**src/rtl/core/signed_int_to_decimal_ascii_top_defines.svh**
```systemverilog
// Assertion macros for the decimal ASCII converter RTL, used by the serializer.
`ifndef SIGNED_INT_TO_DECIMAL_ASCII_TOP_DEFINES_SVH
`define SIGNED_INT_TO_DECIMAL_ASCII_TOP_DEFINES_SVH

`ifndef SYNTHESIS
// Same-cycle implication check.
`define SITDA_ASSERT_NOW(lbl, ante, cons) \
    lbl: assert property (@(posedge clk) disable iff (!rst_n) (ante) |-> (cons)) \
        else $error("sitda check failed");
// Next-cycle implication check.
`define SITDA_ASSERT_NEXT(lbl, ante, cons) \
    lbl: assert property (@(posedge clk) disable iff (!rst_n) (ante) |=> (cons)) \
        else $error("sitda check failed");
`else
`define SITDA_ASSERT_NOW(lbl, ante, cons)
`define SITDA_ASSERT_NEXT(lbl, ante, cons)
`endif

`endif

```
**src/rtl/core/sitda_pkg.sv**
```systemverilog
// Shared constants and helpers for the decimal ASCII converter.
package sitda_pkg;

    // ASCII codes, six bits wide
    localparam logic [5:0] CHAR_MINUS = 6'd45;
    localparam logic [5:0] CHAR_ZERO  = 6'd48;

    // Double-dabble iterations done per pipeline stage
    localparam int DABBLE_STEPS = 8;

    // BCD digit correction before each shift
    function automatic logic [3:0] add3(input logic [3:0] d);
        logic [3:0] r;
        r = (d >= 4'd5) ? (d + 4'd3) : d;
        return r;
    endfunction

endpackage

```
**src/rtl/core/sitda_dabble_stage.sv**
```systemverilog
// One registered stage of the pipelined binary-to-BCD conversion.
module sitda_dabble_stage
    import sitda_pkg::*;
#(
    parameter int MAG_W = 32,
    parameter int BCD_W = 40,
    parameter int STEPS = 8
)
(
    input  logic             clk,
    input  logic             rst_n,
    input  logic             in_valid,
    output logic             in_ready,
    input  logic [MAG_W-1:0] in_mag,
    input  logic [BCD_W-1:0] in_bcd,
    input  logic             in_neg,
    output logic             out_valid,
    input  logic             out_ready,
    output logic [MAG_W-1:0] out_mag,
    output logic [BCD_W-1:0] out_bcd,
    output logic             out_neg
);

    logic             valid_reg;
    logic [MAG_W-1:0] mag_reg;
    logic [BCD_W-1:0] bcd_reg;
    logic             neg_reg;
    logic [MAG_W-1:0] mag_next;
    logic [BCD_W-1:0] bcd_next;

    // STEPS iterations: correct every digit, then shift in the next bit
    always_comb
    begin
        mag_next = in_mag;
        bcd_next = in_bcd;
        for (int s = 0; s < STEPS; s++)
        begin
            for (int n = 0; n < BCD_W / 4; n++)
            begin
                bcd_next[4*n +: 4] = add3(bcd_next[4*n +: 4]);
            end
            bcd_next = {bcd_next[BCD_W-2:0], mag_next[MAG_W-1]};
            mag_next = {mag_next[MAG_W-2:0], 1'b0};
        end
    end

    assign in_ready = !valid_reg || out_ready;

    // valid bit
    always_ff @(posedge clk or negedge rst_n)
    begin
        if (!rst_n)
        begin
            valid_reg <= 1'b0;
        end
        else if (in_ready)
        begin
            valid_reg <= in_valid;
        end
    end

    // payload
    always_ff @(posedge clk)
    begin
        if (in_ready && in_valid)
        begin
            mag_reg <= mag_next;
            bcd_reg <= bcd_next;
            neg_reg <= in_neg;
        end
    end

    assign out_valid = valid_reg;
    assign out_mag   = mag_reg;
    assign out_bcd   = bcd_reg;
    assign out_neg   = neg_reg;

endmodule

```
**src/rtl/core/sitda_serializer.sv**
```systemverilog
// Emits sign and BCD digits as ASCII characters, one beat per cycle while out_ready is high.
`include "signed_int_to_decimal_ascii_top_defines.svh"
module sitda_serializer
    import sitda_pkg::*;
#(
    parameter int NDIG = 10
)
(
    input  logic              clk,
    input  logic              rst_n,
    input  logic              in_valid,
    output logic              in_ready,
    input  logic [4*NDIG-1:0] in_bcd,
    input  logic              in_neg,
    output logic              out_valid,
    input  logic              out_ready,
    output logic [5:0]        out_char,
    output logic              out_last
);

    localparam int IDX_W = $clog2(NDIG);

    logic             busy_reg;
    logic             busy_next;
    logic             sign_reg;
    logic             sign_next;
    logic [IDX_W-1:0] idx_reg;
    logic [IDX_W-1:0] idx_next;
    logic [3:0]       digits_reg [NDIG];
    logic [IDX_W-1:0] lead;
    logic             load;
    logic             fire;

    // highest nonzero digit; zero keeps a single digit
    always_comb
    begin
        lead = '0;
        for (int i = 0; i < NDIG; i++)
        begin
            if (in_bcd[4*i +: 4] != 4'd0)
            begin
                lead = IDX_W'(i);
            end
        end
    end

    assign out_valid = busy_reg;
    assign out_last  = !sign_reg && (idx_reg == '0);
    assign out_char  = sign_reg ? CHAR_MINUS : (CHAR_ZERO + {2'b00, digits_reg[idx_reg]});
    assign fire      = out_valid && out_ready;
    assign in_ready  = !busy_reg || (out_ready && out_last);
    assign load      = in_valid && in_ready;

    // emit sequencing
    always_comb
    begin
        busy_next = busy_reg;
        sign_next = sign_reg;
        idx_next  = idx_reg;
        if (load)
        begin
            busy_next = 1'b1;
            sign_next = in_neg;
            idx_next  = lead;
        end
        else if (fire)
        begin
            if (sign_reg)
            begin
                sign_next = 1'b0;
            end
            else if (idx_reg == '0)
            begin
                busy_next = 1'b0;
            end
            else
            begin
                idx_next = idx_reg - 1'b1;
            end
        end
    end

    always_ff @(posedge clk or negedge rst_n)
    begin
        if (!rst_n)
        begin
            busy_reg <= 1'b0;
            sign_reg <= 1'b0;
            idx_reg  <= '0;
        end
        else
        begin
            busy_reg <= busy_next;
            sign_reg <= sign_next;
            idx_reg  <= idx_next;
        end
    end

    // digit store
    always_ff @(posedge clk)
    begin
        if (load)
        begin
            for (int i = 0; i < NDIG; i++)
            begin
                digits_reg[i] <= in_bcd[4*i +: 4];
            end
        end
    end

    `SITDA_ASSERT_NOW(a_load_when_free, load, !busy_reg || (fire && out_last))
    `SITDA_ASSERT_NOW(a_sign_only_busy, sign_reg, busy_reg)
    `SITDA_ASSERT_NOW(a_digit_decimal, busy_reg && !sign_reg, digits_reg[idx_reg] <= 4'd9)
    `SITDA_ASSERT_NEXT(a_end_of_text, fire && out_last, busy_reg == $past(load))

endmodule

```
**src/rtl/core/signed_int_to_decimal_ascii_top.sv**
```systemverilog
// Throughput: input beats enter the conversion pipeline every cycle unless back-pressure
// stalls it; the output side sends one character per cycle while char_ready is high, so a
// value is 1 to 11 characters (sign plus digits). The character serializer at the end
// sets the sustained rate.
// Reset: rst_n is asynchronous, active low; it clears all valid bits and the emit state.
// Top level: signed integer to decimal ASCII character stream.
module signed_int_to_decimal_ascii_top
    import sitda_pkg::*;
#(
    parameter int VALUE_WIDTH = 32
)
(
    input  logic                          clk,
    input  logic                          rst_n,
    input  logic                          value_valid,
    output logic                          value_ready,
    input  logic signed [VALUE_WIDTH-1:0] value,
    output logic                          char_valid,
    input  logic                          char_ready,
    output logic [5:0]                    char_code,
    output logic                          last
);

    localparam int W      = VALUE_WIDTH;
    localparam int NDIG   = (W * 78) / 256 + 1;
    localparam int BCD_W  = 4 * NDIG;
    localparam int NSTAGE = (W + DABBLE_STEPS - 1) / DABBLE_STEPS;

    logic             st_valid [NSTAGE+1];
    logic             st_ready [NSTAGE+1];
    logic [W-1:0]     st_mag   [NSTAGE+1];
    logic [BCD_W-1:0] st_bcd   [NSTAGE+1];
    logic             st_neg   [NSTAGE+1];

    logic             in_valid_reg;
    logic [W-1:0]     in_mag_reg;
    logic             in_neg_reg;
    logic [W-1:0]     raw;
    logic [W-1:0]     mag_next;

    // magnitude, formed unsigned so the most negative value is exact
    assign raw      = value;
    assign mag_next = raw[W-1] ? ((~raw) + {{(W-1){1'b0}}, 1'b1}) : raw;

    assign value_ready = !in_valid_reg || st_ready[0];

    always_ff @(posedge clk or negedge rst_n)
    begin
        if (!rst_n)
        begin
            in_valid_reg <= 1'b0;
        end
        else if (value_ready)
        begin
            in_valid_reg <= value_valid;
        end
    end

    always_ff @(posedge clk)
    begin
        if (value_valid && value_ready)
        begin
            in_mag_reg <= mag_next;
            in_neg_reg <= raw[W-1];
        end
    end

    assign st_valid[0] = in_valid_reg;
    assign st_mag[0]   = in_mag_reg;
    assign st_bcd[0]   = '0;
    assign st_neg[0]   = in_neg_reg;

    // binary-to-BCD pipeline
    for (genvar i = 0; i < NSTAGE; i++)
    begin : g_dabble
        localparam int STEPS = ((W - DABBLE_STEPS * i) < DABBLE_STEPS) ?
                               (W - DABBLE_STEPS * i) : DABBLE_STEPS;
        sitda_dabble_stage #(
            .MAG_W (W),
            .BCD_W (BCD_W),
            .STEPS (STEPS)
        ) u_stage (
            .clk       (clk),
            .rst_n     (rst_n),
            .in_valid  (st_valid[i]),
            .in_ready  (st_ready[i]),
            .in_mag    (st_mag[i]),
            .in_bcd    (st_bcd[i]),
            .in_neg    (st_neg[i]),
            .out_valid (st_valid[i+1]),
            .out_ready (st_ready[i+1]),
            .out_mag   (st_mag[i+1]),
            .out_bcd   (st_bcd[i+1]),
            .out_neg   (st_neg[i+1])
        );
    end

    // character output
    sitda_serializer #(
        .NDIG (NDIG)
    ) u_ser (
        .clk       (clk),
        .rst_n     (rst_n),
        .in_valid  (st_valid[NSTAGE]),
        .in_ready  (st_ready[NSTAGE]),
        .in_bcd    (st_bcd[NSTAGE]),
        .in_neg    (st_neg[NSTAGE]),
        .out_valid (char_valid),
        .out_ready (char_ready),
        .out_char  (char_code),
        .out_last  (last)
    );

endmodule
```
**config.mk**
```make
export PLATFORM = sky130hd
export DESIGN_NAME = signed_int_to_decimal_ascii_top
export DESIGN_NICKNAME = d
export VERILOG_FILES = /design/src/rtl/core/sitda_pkg.sv /design/src/rtl/core/sitda_dabble_stage.sv /design/src/rtl/core/sitda_serializer.sv /design/src/rtl/core/signed_int_to_decimal_ascii_top.sv
export VERILOG_INCLUDE_DIRS = /design/src /design/src/rtl/core
export SDC_FILE = /design/constraint.sdc
export NUM_CORES = 1
export LEC_CHECK = 0
export ABC_AREA = 1
export BUFFER_PORTS_ARGS = -buffer_cell sky130_fd_sc_hd__buf_2
export CORE_ASPECT_RATIO = 0.9
export CORE_MARGIN = 2
export CORE_UTILIZATION = 65
export CTS_CLUSTER_SIZE = 8
export DETAILED_ROUTE_END_ITERATION = 6
export PLACE_DENSITY = 0.85
export SETUP_SLACK_MARGIN = 0.15
export SLEW_MARGIN = 20
export SYNTH_ARGS = -nofsm -noshare
export SYNTH_HDL_FRONTEND = slang
export SYNTH_HIERARCHICAL = 1
export SYNTH_SLANG_ARGS = --single-unit
```
**constraint.sdc**
```tcl
create_clock -name clk -period 8.3 [get_ports clk]
set_clock_uncertainty 0.15 [all_clocks]
set_input_delay 1.66 -clock clk [delete_from_list [all_inputs] [get_ports clk]]
set_output_delay 1.66 -clock clk [all_outputs]
set_load 0.01 [all_outputs]
```
==> results of run 1 <==
## layer usage
layer / track usage, % / wire length [um]
met5: 0 / 0
met4: 7.05 / 2260
met3: 2.47 / 2960
met2: 49.0 / 47700
met1: 29.6 / 40300
## metrics by stage
stage	cell area [um^2]	utilization, %	setup WS [ns]	hold WS, ns	std cells
2_1_floorplan	46100	-	2.30	0.250	6831
6_report	48800	69.9	1.33	0.263	7882
5_1_grt	48800	69.9	0.657	0.268	7882
3_5_place_dp	47500	68.1	1.51	0.255	7810
4_1_cts	48800	69.9	1.45	0.264	7882
3_3_place_gp	47500	68.1	1.93	0.252	7810
## final cells by class
cell class / instances / share of cell area, %
inverters: 1083 / 8.34
well taps: 940 / 2.41
clock buffers: 66 / 2.49
multi-input cells: 5443 / 68.0
clock inverters: 6 / 0.118
flip-flops and latches: 296 / 18.1
repair buffers: 48 / 0.518
## worst min-delay path by stage
stage	start	end	slack (ns)	depth (start not counted)
after CTS	in_mag_reg[7]$_DFFE_PP_	g_dabble[0].u_stage/out_mag[15]$_DFFE_PP_	0.26	0
after floorplan	in_mag_reg[24]$_DFFE_PP_	g_dabble[0].u_stage/out_bcd[0]$_DFFE_PP_	0.25	0
after global routing	in_mag_reg[18]$_DFFE_PP_	g_dabble[0].u_stage/out_mag[26]$_DFFE_PP_	0.27	0
after detailed placement	in_mag_reg[7]$_DFFE_PP_	g_dabble[0].u_stage/out_mag[15]$_DFFE_PP_	0.25	0
after global placement	g_dabble[0].u_stage/out_mag[9]$_DFFE_PP_	g_dabble[1].u_stage/out_mag[17]$_DFFE_PP_	0.25	0
final	in_mag_reg[7]$_DFFE_PP_	g_dabble[0].u_stage/out_mag[15]$_DFFE_PP_	0.26	0
## worst register-to-register path: cells and delay by family (launching register included)
| kind | cells | cell delay (ns) |
|---|---|---|
| buffers and inverters | 13 | 0.81 |
| adders and majority gates | 8 | 1.45 |
| and+or+nand+nor | 38 | 3.91 |
| DFF | 1 | 0.42 |
==> impl_metrics.json, run 1 <==
{
  "yosysWarnings": 6,
  "syn_area_um2": 45600,
  "period_share_pct": 84.0,
  "viasPerCell": 5.35,
  "clock_sink_count": 296,
  "crit-reg2reg-launch": "g_dabble[2].u_stage/out_bcd[32]$_DFFE_PP_",
  "cts_tree": "built",
  "port_buffers": 43,
  "final-hold-violation-count": 0,
  "crit_path_top_delay_cell": "edfxtp_1",
  "drive_gt1_share_pct": 21.8,
  "area_delta_synth_final_pct": 6.91,
  "seqCellArea_um2": 8830,
  "endpoint": "g_dabble[3].u_stage/out_bcd[37]$_DFFE_PP_",
  "fmax_ghz": 0.143,
  "hold_buffers": 0,
  "max_slew_margin_pct": 38.4,
  "outcome": "finished, final reports clean",
  "grt-ovfl-total": 0,
  "grt_usage_pct": 25.4,
  "cpPeakStageDelay_ns": 0.42,
  "place.gp.congestion": 0.892,
  "ant_nets": 0,
  "setup_viol": 0,
  "antennaDiodeCount": 0,
  "arrival_ns": 7.12,
  "cts-root-buf": "clkbuf_16",
  "first_global_vias": 39282,
  "min_period_ns": 6.97,
  "tightest_slew_ns": 0.924,
  "grt_max_degree": 66,
  "rr_endpoint": "g_dabble[3].u_stage/out_bcd[37]$_DFFE_PP_",
  "dieHeight_um": 255,
  "clkLatencyLatePin_ns": 0.59,
  "path_buf_inv": 13,
  "crit_family": "simple AND/OR/NAND/NOR gates",
  "h-tree-depth": 2,
  "post-cts-setup-buffer-count": 0,
  "drv_slew": 0,
  "routed_wl_um": 93200,
  "rsz0062_at_grt": "false",
  "fillers": 5652,
  "cp.depth": 59,
  "cts_buffers": 44,
  "maxCapViolCount": 0,
  "post-route-drc-count": 0,
  "cp.required_ns": 8.45,
  "antenna_found_initial": 0,
  "vias": 42147,
  "io_pins": 45,
  "detail_route.first_pass.iterations": 6,
  "syn_inst": 6710,
  "fp.coreArea_um2": 69800,
  "grt_first_pass_wirelength_um": 164000,
  "crit_start": "g_dabble[2].u_stage/out_bcd[32]$_DFFE_PP_",
  "postSynthAreaPerCell_um2": 6.80,
  "layout_common_cells": "nand2_1, inv_1, nand3_1, nand2_2, nand4_1",
  "ctsResizeCount": 0,
  "clockBufferDepth": 3,
  "avgRoutedWirePerCell_um": 11.8,
  "hold_class": "flop to flop",
  "layout_commonest_cell": "nand2_1",
  "worstRegToRegCells": 59,
  "clk_pin_slew_ns": 0.05,
  "critPathKind": "flop to flop",
  "largest_reg_flops": 160,
  "fp.dieW_um": 283,
  "multi_input_area_um2": 33200,
  "setup_tns_ns": 0,
  "r2r_setup_slack_ns": 1.33,
  "cp_common_cell": "nand2_1",
  "final_net_count": 7224,
  "path_max_fanout": 6,
  "start_util_pct": 65.4,
  "critPathCaptureType": "flop",
  "num_rows": 92,
  "dieArea_um2": 72300,
  "hpwl_um": 75900,
  "dr.first_iter.drc_count": 1991,
  "startpoint_type": "flop"
}
Power of run 1 is not shown: default switching activity piles up to over one toggle a cycle in this logic, so the estimate is an artifact.
==> run 2: changes to the inputs <==
Clock period 8.3 ns to 7 ns, I/O delays scaled along.
==> run 2 against run 1 <==
  * Cell count increased by 0.16%
  * Via count increased by 0.57%
  * First-iteration DRC count increased by 1.9%
  * Worst setup slack got worse by 0.92 ns
  * Critical path depth decreased by 2
==> impl_metrics.json, run 2 (same netlist as run 1, synthesis figures left out) <==
{
  "first_global_vias": 39557,
  "routed_wl_um": 95100,
  "place_area_um2": 47500,
  "max_slew_margin_pct": 30.9,
  "tightest_slew_ns": 1.03,
  "drv_slew": 0,
  "multi_input_area_um2": 33500,
  "place.gp.congestion": 0.891,
  "largest_reg_flops": 160,
  "grt-ovfl-total": 0,
  "drive_gt1_share_pct": 23.6,
  "port_buffers": 43,
  "clockBufferDepth": 3,
  "path_buf_inv": 13,
  "final_net_count": 7244,
  "area_delta_synth_final_pct": 7.91,
  "post-route-drc-count": 0,
  "fp.dieW_um": 283,
  "cpPeakStageDelay_ns": 0.43,
  "layout_common_cells": "nand2_1, inv_1, nand3_1, nand2_2, nand4_1",
  "hpwl_um": 76500,
  "maxCapViolCount": 0,
  "ant_nets": 0,
  "cts_tree": "built",
  "clock_sink_count": 296,
  "seqCellArea_um2": 8830,
  "num_rows": 92,
  "use_met3_pct": 2.40,
  "viasPerCell": 5.37,
  "crit_family": "simple AND/OR/NAND/NOR gates",
  "antennaDiodeCount": 0,
  "min_period_ns": 6.59,
  "fillers": 5639,
  "outcome": "finished, final reports clean",
  "final-hold-violation-count": 0,
  "hold_class": "flop to flop",
  "dr.first_iter.drc_count": 2028,
  "detail_route.first_pass.iterations": 6,
  "startpoint_type": "flop",
  "busiest_layer": "met2",
  "antenna_found_initial": 0,
  "fp.coreArea_um2": 69800,
  "cts_buffers": 44,
  "cp.required_ns": 7.17,
  "avgRoutedWirePerCell_um": 12.0,
  "grt_usage_pct": 25.6,
  "path_max_fanout": 6,
  "grt_util_met2_pct": 49.3,
  "grt_use_met1_pct": 30.0,
  "setup_viol": 0,
  "io_pins": 45,
  "dieHeight_um": 255,
  "grt_first_pass_wirelength_um": 165000,
  "h-tree-depth": 2,
  "clk_pin_slew_ns": 0.05,
  "clkLatencyLatePin_ns": 0.59,
  "start_util_pct": 65.4,
  "crit_path_top_delay_cell": "edfxtp_1",
  "cts-root-buf": "clkbuf_16",
  "period_share_pct": 94.1,
  "dieArea_um2": 72300,
  "hold_buffers": 0,
  "finish.instance_area_um2": 49200,
  "arrival_ns": 6.75,
  "rsz0062_at_grt": "true",
  "layout_commonest_cell": "nand2_1",
  "fmax_ghz": 0.152,
  "hold_ws_ns": 0.257,
  "cp_common_cell": "nand2_2",
  "critPathCaptureType": "flop",
  "critPathKind": "flop to flop",
  "grt_max_degree": 66,
  "vias": 42386
}
run 2: cell count changes in the layout (fill, tap and decap cells not counted), moves of 4 or more:
cell	change
nand2_2	+57
nand3_1	-18
and2_4	+6
nand2_1	-60
nand3_4	+4
ha_1	-8
and2_1	-6
inv_2	+18
nand3_2	+14
ha_2	+8
clkbuf_1	-5
inv_1	-18
buf_4	+20
run 2: final timing paths:
path	from	to	slack (ns)	cells after the start
setup reg to reg	g_dabble[1].u_stage/out_bcd[32]$_DFFE_PP_	g_dabble[2].u_stage/out_bcd[38]$_DFFE_PP_	0.41	57
max in group asynchronous	rst_n	u_ser/idx_reg[2]$_DFFE_PN0P_	5.92	1
hold reg to reg	in_mag_reg[15]$_DFFE_PP_	g_dabble[0].u_stage/out_mag[23]$_DFFE_PP_	0.26	0
hold / removal	in_mag_reg[15]$_DFFE_PP_	g_dabble[0].u_stage/out_mag[23]$_DFFE_PP_	0.26	0
setup / recovery	g_dabble[1].u_stage/out_bcd[32]$_DFFE_PP_	g_dabble[2].u_stage/out_bcd[38]$_DFFE_PP_	0.41	57
min in group asynchronous	rst_n	in_valid_reg$_DFFE_PN0N_	0.56	1
run 2: what timing repair did:
item                                    CTS  global route
setup buffers                             0            20
endpoints found under the setup margin    2             9
resized for setup                         2           116
pin swaps                                 0            17
run 2: layer usage:
| metal | up-vias | share of wire [%] |
|---|---|---|
| met4 | 0 | 2.2 |
| met1 | 19207 | 43 |
| met5 | - | 0 |
| met3 | 159 | 2.8 |
| met2 | 609 | 52 |
| li1 | 22411 | - |
run 2: worst register-to-register path, delay by kind of cell, from the launching register on:
family	cells	cell delay [ns]
adders and majority gates	8	1.41
buffers and inverters	13	0.78
DFF	1	0.43
and+or+nand+nor	36	3.59
run 2: layout make-up:
cell class | count | share of cell area (%)
clock buffer | 59 | 2.35
clock inverter | 6 | 0.191
inverter | 1083 | 8.26
multi-input combinational | 5443 | 68.1
sequential | 296 | 17.9
tap | 940 | 2.39
timing repair buffer | 68 | 0.818
run 2: per-stage QoR:
stage / TNS (ns) / worst slack, ns / instances / util [%]
global placement: 0 / 0.626 / 7810 / 68.1
global route: -0.135 / -0.0543 / 7895 / 70.6
CTS: 0 / 0.166 / 7875 / 69.9
floorplan: 0 / 0.999 / 6831 / -
detailed placement: 0 / 0.0836 / 7810 / 68.1
finish: 0 / 0.413 / 7895 / 70.6
Power of run 2 is left out for the same reason.
